## src/design/vbs_pkg.sv

```systemverilog
// shared types and constants for the variance block switch
// frame geometry, field widths, block kinds, register indexes and stage records
// no dependencies
`timescale 1ns / 1ps

package vbs_pkg;

    // frame geometry, segment length must be a power of two
    localparam int FRAME_LEN = 2048;
    localparam int SEGMENTS  = 2;
    localparam int SEG_LEN   = FRAME_LEN / SEGMENTS;
    localparam int USED_LEN  = SEG_LEN * SEGMENTS;
    localparam int SEG_SHIFT = $clog2(SEG_LEN);
    localparam int CNT_W     = $clog2(FRAME_LEN);

    // datapath widths
    localparam int SAMPLE_W = 16;
    localparam int MAG_W    = SAMPLE_W;
    localparam int SQR_W    = 2 * MAG_W - 1;
    localparam int SUM_W    = MAG_W + SEG_SHIFT;
    localparam int SQ_W     = SQR_W + SEG_SHIFT;
    localparam int NUM_W    = SQ_W + SEG_SHIFT;
    localparam int VAR_W    = 29;
    localparam int QUOT_W   = NUM_W - 2 * SEG_SHIFT;
    localparam int KIND_W   = 2;
    localparam int CFG_IDX_W = 2;

    // largest possible segment variance, 1.0 / 4 in q0.30
    localparam logic [QUOT_W-1:0] VAR_MAX = QUOT_W'(1 << 28);

    // register reset values, q0.30
    localparam logic [VAR_W-1:0] ENERGY_FLOOR_RST     = 29'd80530637;
    localparam logic [VAR_W-1:0] RISE_AFTER_LONG_RST  = 29'd32212255;
    localparam logic [VAR_W-1:0] RISE_AFTER_SHORT_RST = 29'd3221225;

    typedef enum logic [KIND_W-1:0] {
        KIND_ONLY_LONG  = 2'd0,
        KIND_LONG_START = 2'd1,
        KIND_ONLY_SHORT = 2'd2,
        KIND_LONG_STOP  = 2'd3
    } kind_t;

    typedef enum logic [CFG_IDX_W-1:0] {
        CFG_ENERGY_FLOOR     = 2'd0,
        CFG_RISE_AFTER_LONG  = 2'd1,
        CFG_RISE_AFTER_SHORT = 2'd2
    } cfg_idx_t;

    typedef struct packed {
        logic [VAR_W-1:0] energy_floor;
        logic [VAR_W-1:0] rise_after_long;
        logic [VAR_W-1:0] rise_after_short;
    } cfg_t;

    // closed segment and/or frame end from the accumulator
    typedef struct packed {
        logic             valid;
        logic             seg_end;
        logic             frame_end;
        logic [SUM_W-1:0] s1;
        logic [SQ_W-1:0]  s2;
    } seg_evt_t;

    // finished frame peak for the decision stage
    typedef struct packed {
        logic             valid;
        logic [VAR_W-1:0] peak;
    } peak_evt_t;

endpackage

```

## src/design/variance_block_switch_unit.sv

```systemverilog
// top level of the variance block switch
// holds the threshold registers and connects vbs_accum, vbs_variance, vbs_decide
// uses vbs_pkg
`timescale 1ns / 1ps

// usage
//   sample channel: one signed 16-bit pcm sample per request (sample_valid /
//   sample_ready). frames are 2048 samples, cut into two segments of 1024.
//   result channel: one request per frame (result_valid / result_ready) with
//   block_kind, short_coding, peak_variance and variance_change.
//   config channel: cfg_index selects energy_floor (0), rise_after_long (1)
//   or rise_after_short (2); cfg_data is the q0.30 value. always ready.
//   index 3 is taken and ignored. write only while no frame is in flight.
// throughput: one sample per cycle. the last sample of a frame is held off
//   only while the previous frame's result has not been taken yet.
// result path: the last sample of a frame passes the accumulate, square,
//   variance/peak and decision registers before result_valid rises.
// reset: all sums, the frame position and the frame peak clear, the previous
//   peak reads zero, the previous block kind is only long, and the thresholds
//   return to 0.075, 0.03 and 0.003.
// receiver stall: the result stays in its register; samples keep flowing
//   until the next frame's last sample, which waits for the result to leave.
module variance_block_switch_unit (
    input  logic                                  clk,
    input  logic                                  rst_n,

    input  logic                                  sample_valid,
    output logic                                  sample_ready,
    input  logic signed [vbs_pkg::SAMPLE_W-1:0]   sample,

    output logic                                  result_valid,
    input  logic                                  result_ready,
    output logic [vbs_pkg::KIND_W-1:0]            block_kind,
    output logic                                  short_coding,
    output logic [vbs_pkg::VAR_W-1:0]             peak_variance,
    output logic [vbs_pkg::VAR_W-1:0]             variance_change,

    input  logic                                  cfg_valid,
    output logic                                  cfg_ready,
    input  logic [vbs_pkg::CFG_IDX_W-1:0]         cfg_index,
    input  logic [vbs_pkg::VAR_W-1:0]             cfg_data
);

    // threshold registers
    logic [vbs_pkg::VAR_W-1:0] energy_floor_reg;
    logic [vbs_pkg::VAR_W-1:0] rise_after_long_reg;
    logic [vbs_pkg::VAR_W-1:0] rise_after_short_reg;
    vbs_pkg::cfg_t             cfg;

    // stage records
    vbs_pkg::seg_evt_t         seg_evt;
    vbs_pkg::peak_evt_t        peak_evt;
    logic                      result_taken;

    assign cfg_ready = 1'b1;

    always_ff @(posedge clk or negedge rst_n)
    begin
        if (!rst_n)
        begin
            energy_floor_reg     <= vbs_pkg::ENERGY_FLOOR_RST;
            rise_after_long_reg  <= vbs_pkg::RISE_AFTER_LONG_RST;
            rise_after_short_reg <= vbs_pkg::RISE_AFTER_SHORT_RST;
        end
        else if (cfg_valid && cfg_ready)
        begin
            unique case (vbs_pkg::cfg_idx_t'(cfg_index))
                vbs_pkg::CFG_ENERGY_FLOOR:
                begin
                    energy_floor_reg <= cfg_data;
                end
                vbs_pkg::CFG_RISE_AFTER_LONG:
                begin
                    rise_after_long_reg <= cfg_data;
                end
                vbs_pkg::CFG_RISE_AFTER_SHORT:
                begin
                    rise_after_short_reg <= cfg_data;
                end
                default:
                begin
                    // unused index, write dropped
                end
            endcase
        end
    end

    assign cfg.energy_floor     = energy_floor_reg;
    assign cfg.rise_after_long  = rise_after_long_reg;
    assign cfg.rise_after_short = rise_after_short_reg;

    // releases the hold on the next frame's last sample
    assign result_taken = result_valid && result_ready;

    // magnitude, sums, frame position
    vbs_accum u_accum (
        .clk          (clk),
        .rst_n        (rst_n),
        .sample_valid (sample_valid),
        .sample_ready (sample_ready),
        .sample       (sample),
        .result_taken (result_taken),
        .seg_evt      (seg_evt)
    );

    // segment variance, frame maximum
    vbs_variance u_variance (
        .clk      (clk),
        .rst_n    (rst_n),
        .seg_evt  (seg_evt),
        .peak_evt (peak_evt)
    );

    // decision, sequencer, result register
    vbs_decide u_decide (
        .clk             (clk),
        .rst_n           (rst_n),
        .peak_evt        (peak_evt),
        .cfg             (cfg),
        .result_valid    (result_valid),
        .result_ready    (result_ready),
        .block_kind      (block_kind),
        .short_coding    (short_coding),
        .peak_variance   (peak_variance),
        .variance_change (variance_change)
    );

endmodule

```

## src/design/vbs_accum.sv

```systemverilog
// input stage: magnitude, per-segment sum and sum of squares, frame position
// emits a segment record at each segment end and frame end; uses vbs_pkg
`timescale 1ns / 1ps

module vbs_accum (
    input  logic                                clk,
    input  logic                                rst_n,
    input  logic                                sample_valid,
    output logic                                sample_ready,
    input  logic signed [vbs_pkg::SAMPLE_W-1:0] sample,
    input  logic                                result_taken,
    output vbs_pkg::seg_evt_t                   seg_evt
);

    logic [vbs_pkg::CNT_W-1:0] count_reg;
    logic [vbs_pkg::SUM_W-1:0] s1_reg;
    logic [vbs_pkg::SQ_W-1:0]  s2_reg;
    logic                      pending_reg;

    logic                      evt_valid_reg;
    logic                      evt_seg_reg;
    logic                      evt_frame_reg;
    logic [vbs_pkg::SUM_W-1:0] evt_s1_reg;
    logic [vbs_pkg::SQ_W-1:0]  evt_s2_reg;

    logic [vbs_pkg::MAG_W-1:0] mag;
    logic [2*vbs_pkg::MAG_W-1:0] sqr_full;
    logic [vbs_pkg::SUM_W-1:0] s1_next;
    logic [vbs_pkg::SQ_W-1:0]  s2_next;
    logic                      accept;
    logic                      last_sample;
    logic                      in_seg;
    logic                      seg_last;

    // -32768 maps to 32768, which still fits unsigned 16 bits
    assign mag      = sample[vbs_pkg::SAMPLE_W-1] ? vbs_pkg::MAG_W'(-sample)
                                                   : vbs_pkg::MAG_W'(sample);
    assign sqr_full = mag * mag;
    assign s1_next  = s1_reg + vbs_pkg::SUM_W'(mag);
    assign s2_next  = s2_reg + vbs_pkg::SQ_W'(sqr_full[vbs_pkg::SQR_W-1:0]);

    assign last_sample = (count_reg == vbs_pkg::CNT_W'(vbs_pkg::FRAME_LEN - 1));
    assign in_seg      = (32'(count_reg) < vbs_pkg::USED_LEN);
    assign seg_last    = in_seg && (&count_reg[vbs_pkg::SEG_SHIFT-1:0]);

    // the last sample of a frame waits until the previous result is gone
    assign sample_ready = !(last_sample && pending_reg);
    assign accept       = sample_valid && sample_ready;

    always_ff @(posedge clk or negedge rst_n)
    begin
        if (!rst_n)
        begin
            count_reg     <= '0;
            s1_reg        <= '0;
            s2_reg        <= '0;
            pending_reg   <= 1'b0;
            evt_valid_reg <= 1'b0;
            evt_seg_reg   <= 1'b0;
            evt_frame_reg <= 1'b0;
        end
        else
        begin
            evt_valid_reg <= accept && (seg_last || last_sample);
            evt_seg_reg   <= seg_last;
            evt_frame_reg <= last_sample;
            if (accept)
            begin
                if (seg_last || last_sample)
                begin
                    s1_reg <= '0;
                    s2_reg <= '0;
                end
                else if (in_seg)
                begin
                    s1_reg <= s1_next;
                    s2_reg <= s2_next;
                end
                if (last_sample)
                begin
                    count_reg <= '0;
                end
                else
                begin
                    count_reg <= count_reg + 1'b1;
                end
            end
            if (accept && last_sample)
            begin
                pending_reg <= 1'b1;
            end
            else if (result_taken)
            begin
                pending_reg <= 1'b0;
            end
        end
    end

    always_ff @(posedge clk)
    begin
        if (accept && seg_last)
        begin
            evt_s1_reg <= s1_next;
            evt_s2_reg <= s2_next;
        end
    end

    assign seg_evt.valid     = evt_valid_reg;
    assign seg_evt.seg_end   = evt_seg_reg;
    assign seg_evt.frame_end = evt_frame_reg;
    assign seg_evt.s1        = evt_s1_reg;
    assign seg_evt.s2        = evt_s2_reg;

`ifndef SYNTHESIS
    a_count_in_frame: assert property (@(posedge clk) disable iff (!rst_n)
        32'(count_reg) < vbs_pkg::FRAME_LEN)
        else $error("frame position out of range");

    a_frame_end_restarts: assert property (@(posedge clk) disable iff (!rst_n)
        evt_valid_reg && evt_frame_reg |-> count_reg == '0 && !evt_valid_reg == 1'b0)
        else $error("frame end without counter restart");

    a_pending_after_frame: assert property (@(posedge clk) disable iff (!rst_n)
        evt_valid_reg && evt_frame_reg |-> pending_reg)
        else $error("frame end reached decision path without pending mark");
`endif

endmodule

```

## src/design/vbs_variance.sv

```systemverilog
// segment variance and running frame peak
// square of the magnitude sum, then exact variance and maximum; uses vbs_pkg
`timescale 1ns / 1ps

module vbs_variance (
    input  logic               clk,
    input  logic               rst_n,
    input  vbs_pkg::seg_evt_t  seg_evt,
    output vbs_pkg::peak_evt_t peak_evt
);

    // square stage
    logic                        b_valid_reg;
    logic                        b_seg_reg;
    logic                        b_frame_reg;
    logic [vbs_pkg::NUM_W-1:0]   b_sq_reg;
    logic [vbs_pkg::NUM_W-1:0]   b_s2_reg;
    logic [2*vbs_pkg::SUM_W-1:0] prod;

    // variance and peak stage
    logic [vbs_pkg::VAR_W-1:0]   frame_peak_reg;
    logic                        peak_valid_reg;
    logic [vbs_pkg::VAR_W-1:0]   peak_out_reg;
    logic [vbs_pkg::NUM_W-1:0]   num;
    logic [vbs_pkg::QUOT_W-1:0]  var_full;
    logic [vbs_pkg::VAR_W-1:0]   seg_var;
    logic [vbs_pkg::VAR_W-1:0]   peak_cand;

    assign prod = seg_evt.s1 * seg_evt.s1;

    always_ff @(posedge clk or negedge rst_n)
    begin
        if (!rst_n)
        begin
            b_valid_reg <= 1'b0;
            b_seg_reg   <= 1'b0;
            b_frame_reg <= 1'b0;
        end
        else
        begin
            b_valid_reg <= seg_evt.valid;
            b_seg_reg   <= seg_evt.seg_end;
            b_frame_reg <= seg_evt.frame_end;
        end
    end

    always_ff @(posedge clk)
    begin
        if (seg_evt.valid && seg_evt.seg_end)
        begin
            b_sq_reg <= prod[vbs_pkg::NUM_W-1:0];
            b_s2_reg <= {seg_evt.s2, {vbs_pkg::SEG_SHIFT{1'b0}}};
        end
    end

    // (L*S2 - S1^2) / L^2, L a power of two
    assign num       = b_s2_reg - b_sq_reg;
    assign var_full  = num[vbs_pkg::NUM_W-1:2*vbs_pkg::SEG_SHIFT];
    assign seg_var   = var_full[vbs_pkg::VAR_W-1:0];
    assign peak_cand = (b_seg_reg && (seg_var > frame_peak_reg)) ? seg_var : frame_peak_reg;

    always_ff @(posedge clk or negedge rst_n)
    begin
        if (!rst_n)
        begin
            frame_peak_reg <= '0;
            peak_valid_reg <= 1'b0;
        end
        else
        begin
            peak_valid_reg <= b_valid_reg && b_frame_reg;
            if (b_valid_reg)
            begin
                frame_peak_reg <= b_frame_reg ? '0 : peak_cand;
            end
        end
    end

    always_ff @(posedge clk)
    begin
        if (b_valid_reg && b_frame_reg)
        begin
            peak_out_reg <= peak_cand;
        end
    end

    assign peak_evt.valid = peak_valid_reg;
    assign peak_evt.peak  = peak_out_reg;

`ifndef SYNTHESIS
    a_var_bounded: assert property (@(posedge clk) disable iff (!rst_n)
        b_valid_reg && b_seg_reg |-> var_full <= vbs_pkg::VAR_MAX)
        else $error("segment variance exceeds one quarter");

    a_peak_cleared: assert property (@(posedge clk) disable iff (!rst_n)
        b_valid_reg && b_frame_reg |=> frame_peak_reg == '0)
        else $error("frame peak not cleared at frame end");

    a_peak_single: assert property (@(posedge clk) disable iff (!rst_n)
        peak_valid_reg |=> !peak_valid_reg)
        else $error("frame peak issued on two cycles in a row");
`endif

endmodule

```

## src/design/vbs_decide.sv

```systemverilog
// coding decision, window sequencer and result register
// compares the frame peak and its change against the thresholds; uses vbs_pkg
`timescale 1ns / 1ps

module vbs_decide (
    input  logic                             clk,
    input  logic                             rst_n,
    input  vbs_pkg::peak_evt_t               peak_evt,
    input  vbs_pkg::cfg_t                    cfg,
    output logic                             result_valid,
    input  logic                             result_ready,
    output logic [vbs_pkg::KIND_W-1:0]       block_kind,
    output logic                             short_coding,
    output logic [vbs_pkg::VAR_W-1:0]        peak_variance,
    output logic [vbs_pkg::VAR_W-1:0]        variance_change
);

    vbs_pkg::kind_t            last_kind_reg;
    vbs_pkg::kind_t            kind_next;
    logic [vbs_pkg::VAR_W-1:0] last_peak_reg;

    logic                      result_valid_reg;
    vbs_pkg::kind_t            kind_reg;
    logic                      short_reg;
    logic [vbs_pkg::VAR_W-1:0] peak_reg;
    logic [vbs_pkg::VAR_W-1:0] change_reg;

    logic [vbs_pkg::VAR_W-1:0] change;
    logic [vbs_pkg::VAR_W-1:0] threshold;
    logic                      go_short;

    // coding decision
    always_comb
    begin
        change    = (peak_evt.peak >= last_peak_reg) ? (peak_evt.peak - last_peak_reg)
                                                     : (last_peak_reg - peak_evt.peak);
        threshold = (last_kind_reg == vbs_pkg::KIND_ONLY_SHORT) ? cfg.rise_after_short
                                                                : cfg.rise_after_long;
        go_short  = (peak_evt.peak >= cfg.energy_floor) && (change > threshold);
    end

    // window sequencer: a start window is always followed by short windows
    always_comb
    begin
        unique case (last_kind_reg)
            vbs_pkg::KIND_ONLY_LONG,
            vbs_pkg::KIND_LONG_STOP:
            begin
                kind_next = go_short ? vbs_pkg::KIND_LONG_START : vbs_pkg::KIND_ONLY_LONG;
            end
            vbs_pkg::KIND_LONG_START:
            begin
                kind_next = vbs_pkg::KIND_ONLY_SHORT;
            end
            vbs_pkg::KIND_ONLY_SHORT:
            begin
                kind_next = go_short ? vbs_pkg::KIND_ONLY_SHORT : vbs_pkg::KIND_LONG_STOP;
            end
            default:
            begin
                kind_next = vbs_pkg::KIND_ONLY_LONG;
            end
        endcase
    end

    always_ff @(posedge clk or negedge rst_n)
    begin
        if (!rst_n)
        begin
            last_kind_reg    <= vbs_pkg::KIND_ONLY_LONG;
            last_peak_reg    <= '0;
            result_valid_reg <= 1'b0;
        end
        else
        begin
            if (peak_evt.valid)
            begin
                last_kind_reg    <= kind_next;
                last_peak_reg    <= peak_evt.peak;
                result_valid_reg <= 1'b1;
            end
            else if (result_ready)
            begin
                result_valid_reg <= 1'b0;
            end
        end
    end

    always_ff @(posedge clk)
    begin
        if (peak_evt.valid)
        begin
            kind_reg   <= kind_next;
            short_reg  <= go_short;
            peak_reg   <= peak_evt.peak;
            change_reg <= change;
        end
    end

    // result outputs
    assign result_valid    = result_valid_reg;
    assign block_kind      = kind_reg;
    assign short_coding    = short_reg;
    assign peak_variance   = peak_reg;
    assign variance_change = change_reg;

`ifndef SYNTHESIS
    a_no_overwrite: assert property (@(posedge clk) disable iff (!rst_n)
        peak_evt.valid |-> !result_valid_reg)
        else $error("new frame result while previous one still held");

    a_short_kind: assert property (@(posedge clk) disable iff (!rst_n)
        result_valid_reg && short_reg |->
            kind_reg == vbs_pkg::KIND_LONG_START || kind_reg == vbs_pkg::KIND_ONLY_SHORT)
        else $error("short coding with a long block kind");

    a_start_then_short: assert property (@(posedge clk) disable iff (!rst_n)
        peak_evt.valid && last_kind_reg == vbs_pkg::KIND_LONG_START |=>
            last_kind_reg == vbs_pkg::KIND_ONLY_SHORT)
        else $error("start window not followed by short window");
`endif

endmodule

```

## config.mk

```make
export PLATFORM = sky130hd
export DESIGN_NAME = variance_block_switch_unit
export DESIGN_NICKNAME = d
export VERILOG_FILES = /design/src/design/vbs_pkg.sv /design/src/design/variance_block_switch_unit.sv /design/src/design/vbs_accum.sv /design/src/design/vbs_variance.sv /design/src/design/vbs_decide.sv
export SDC_FILE = /design/constraint.sdc
export NUM_CORES = 2
export LEC_CHECK = 0
export BUFFER_PORTS_ARGS = -buffer_cell sky130_fd_sc_hd__buf_4
export CAP_MARGIN = 20
export CORE_AREA = 2 2 336 338
export CTS_CLUSTER_DIAMETER = 40
export CTS_CLUSTER_SIZE = 14
export DETAILED_ROUTE_END_ITERATION = 8
export DIE_AREA = 0 0 338 340
export REMOVE_ABC_BUFFERS = 1
export SYNTH_ARGS = -nofsm -noshare
export SYNTH_HDL_FRONTEND = slang
export SYNTH_HIERARCHICAL = 1
export SYNTH_SLANG_ARGS = --single-unit
```

## constraint.sdc

```tcl
create_clock -name clk -period 14.2 [get_ports clk]
set_clock_uncertainty 0.2 [all_clocks]
set_input_delay 2.84 -clock clk [delete_from_list [all_inputs] [get_ports clk]]
set_output_delay 2.84 -clock clk [all_outputs]
set_load 0.02 [all_outputs]
```

==> flow_metrics.py <==
metrics = {
    "run_status": {
        "outcome": "finished clean",
    },
    "layout": {
        "regArea_um2": 13130,
        "final_cell_mix": "sky130_fd_sc_hd__inv_1 (1157), sky130_fd_sc_hd__fa_1 (682), sky130_fd_sc_hd__ha_1 (510)",
        "nNetsFinal": 6632,
        "antenna_cells": 0,
        "final_util_pct": 51.59,
        "drive_gt1_share_pct": 9.260,
        "multi_input_area_um2": 34590,
        "largest_reg_flops": 48,
        "fill_cells": 10200,
        "area_growth_syn_to_layout_pct": 9.096,
        "final_common_cell": "sky130_fd_sc_hd__inv_1",
    },
    "placement": {
        "place_congestion": 0.9066,
        "dpl.hpwl_um": 101600,
        "port_bufs": 114,
    },
    "global_route": {
        "track_usage_pct": 23.35,
        "grt-ovfl-total": 0,
        "largest_net_degree_at_the_start_of_global_routing": 120,
        "grt_pass1_wl_um": 211000,
        "grt_antenna_before_repair": 2,
        "first_global_vias": 38370,
    },
    "sta": {
        "min_period_over_period_pct": 87.94,
        "slew_violations": 0,
        "timing.max_slew.rel_slack_pct": 30.62,
        "totalNegativeSetupSlack_ps": 0,
        "max_freq_mhz": 80.08,
        "worst_hold_slack_ps": 149.4,
        "final_critical_path_time_including_i_o_delays_and_setup_ps": 12490,
        "final_setup_vio_count": 0,
        "worst_slew_pin_slew_ps": 1041,
        "setup_repair_after_global_routing_missed_its_margin": "false",
        "timing.final.hold_violations": 0,
    },
    "setup_path": {
        "start_kind": "input pin",
        "critPathSlowestCell": "sky130_fd_sc_hd__a2111oi_1",
        "rrSetupSlack_ps": 5780,
        "required_ps": 14490,
        "worstSetupPathType": "input pin to flop",
        "cpMostUsedCell": "sky130_fd_sc_hd__inv_1",
        "cp_top_family": "adder cells",
        "cp_data_arrival_time_ps": 12780,
        "worst-path-buf-inv": 10,
        "worst-path-max-fanout": 18,
        "crit_path_end_kind": "flop",
        "critical_path.max_stage_delay_ps": 590,
    },
    "min_path": {
        "hold_class": "flop to flop",
    },
    "die": {
        "die_w_um": 338,
        "fp.dieArea_um2": 114900,
        "row_count": 123,
        "fp.coreArea_um2": 111600,
        "floorplan.initialDensity_pct": 47.29,
        "design.portCount": 116,
        "die_h_um": 340,
    },
    "drt": {
        "drt_wl_total_um": 129500,
        "post-route-drc-count": 0,
        "drt_pre_antenna_iters": 5,
        "wl_per_cell_um": 18.65,
        "ant_nets": 0,
        "initialDrtViolationCount": 1947,
        "num_vias": 36410,
        "vias_per_cell": 5.244,
    },
    "flow_run": {
        "maxCapViolCount": 0,
    },
    "cts": {
        "cts_tree": "yes",
        "cts.htree.levels": 3,
        "tritoncts.num_buffers": 68,
        "worst_skew_pair_latency_ps": 610,
        "post_cts_resize_count": 0,
        "cts_hold_repair.buffers": 0,
        "cts_num_sinks": 474,
        "clk_pin_slew_worst_paths_ps": 60,
        "cts.repair_timing.setup_buffer_count": 0,
        "clock_path_buffers": 3,
        "cts.root.buffer_cell": "sky130_fd_sc_hd__clkbuf_16",
    },
    "logic_synthesis": {
        "post_synthesis_cell_count": 5302,
        "netlist_area_um2": 52770,
        "yosysWarnings": 6,
        "syn_area_per_cell_um2": 9.952,
    },
}
[metrics by stage]
step	setup slack, ps	cell area [um2]	instances
3_3_place_gp	1269	55250	6817
2_1_floorplan	2159	52050	5149
6_report	1712	57570	6943
4_1_cts	1723	57570	6943
3_5_place_dp	1109	55250	6817
5_1_grt	1144	57570	6943
[area by class of cell]
cell class                      instances  area share (%)
Tap cell                             1500           3.260
Clock buffer                           84           3.273
Inverter                             1166           7.603
Multi-Input combinational cell       3509           60.09
Sequential cell                       474           22.80
Clock inverter                         42          0.7477
Timing Repair Buffer                  168           2.226
[worst paths after layout]
path,start,endpoint,cells past startpoint
setup / recovery,sample[0],u_accum/s2_reg[36],40
setup reg to reg,u_accum/evt_s1_reg[3],u_variance/b_sq_reg[46],23
max in group asynchronous,rst_n,u_accum/s1_reg[23],2
hold / removal,u_accum/evt_frame_reg,u_variance/b_frame_reg,0
hold reg to reg,u_accum/evt_frame_reg,u_variance/b_frame_reg,0
min in group asynchronous,rst_n,rise_after_short_reg[2],1
[metal layers]
layer	part of all wire, %	vias to the layer above	global-route usage (%)
met5	0	-	0
met4	2.3	0	5.694
met3	4.6	133	2.871
met2	47	845	38.56
met1	46	18190	32.75
li1	-	17240	-
Power is left out: the tool's default activity adds up to more than one toggle a clock period on the data nets, which glitch-free logic cannot reach.
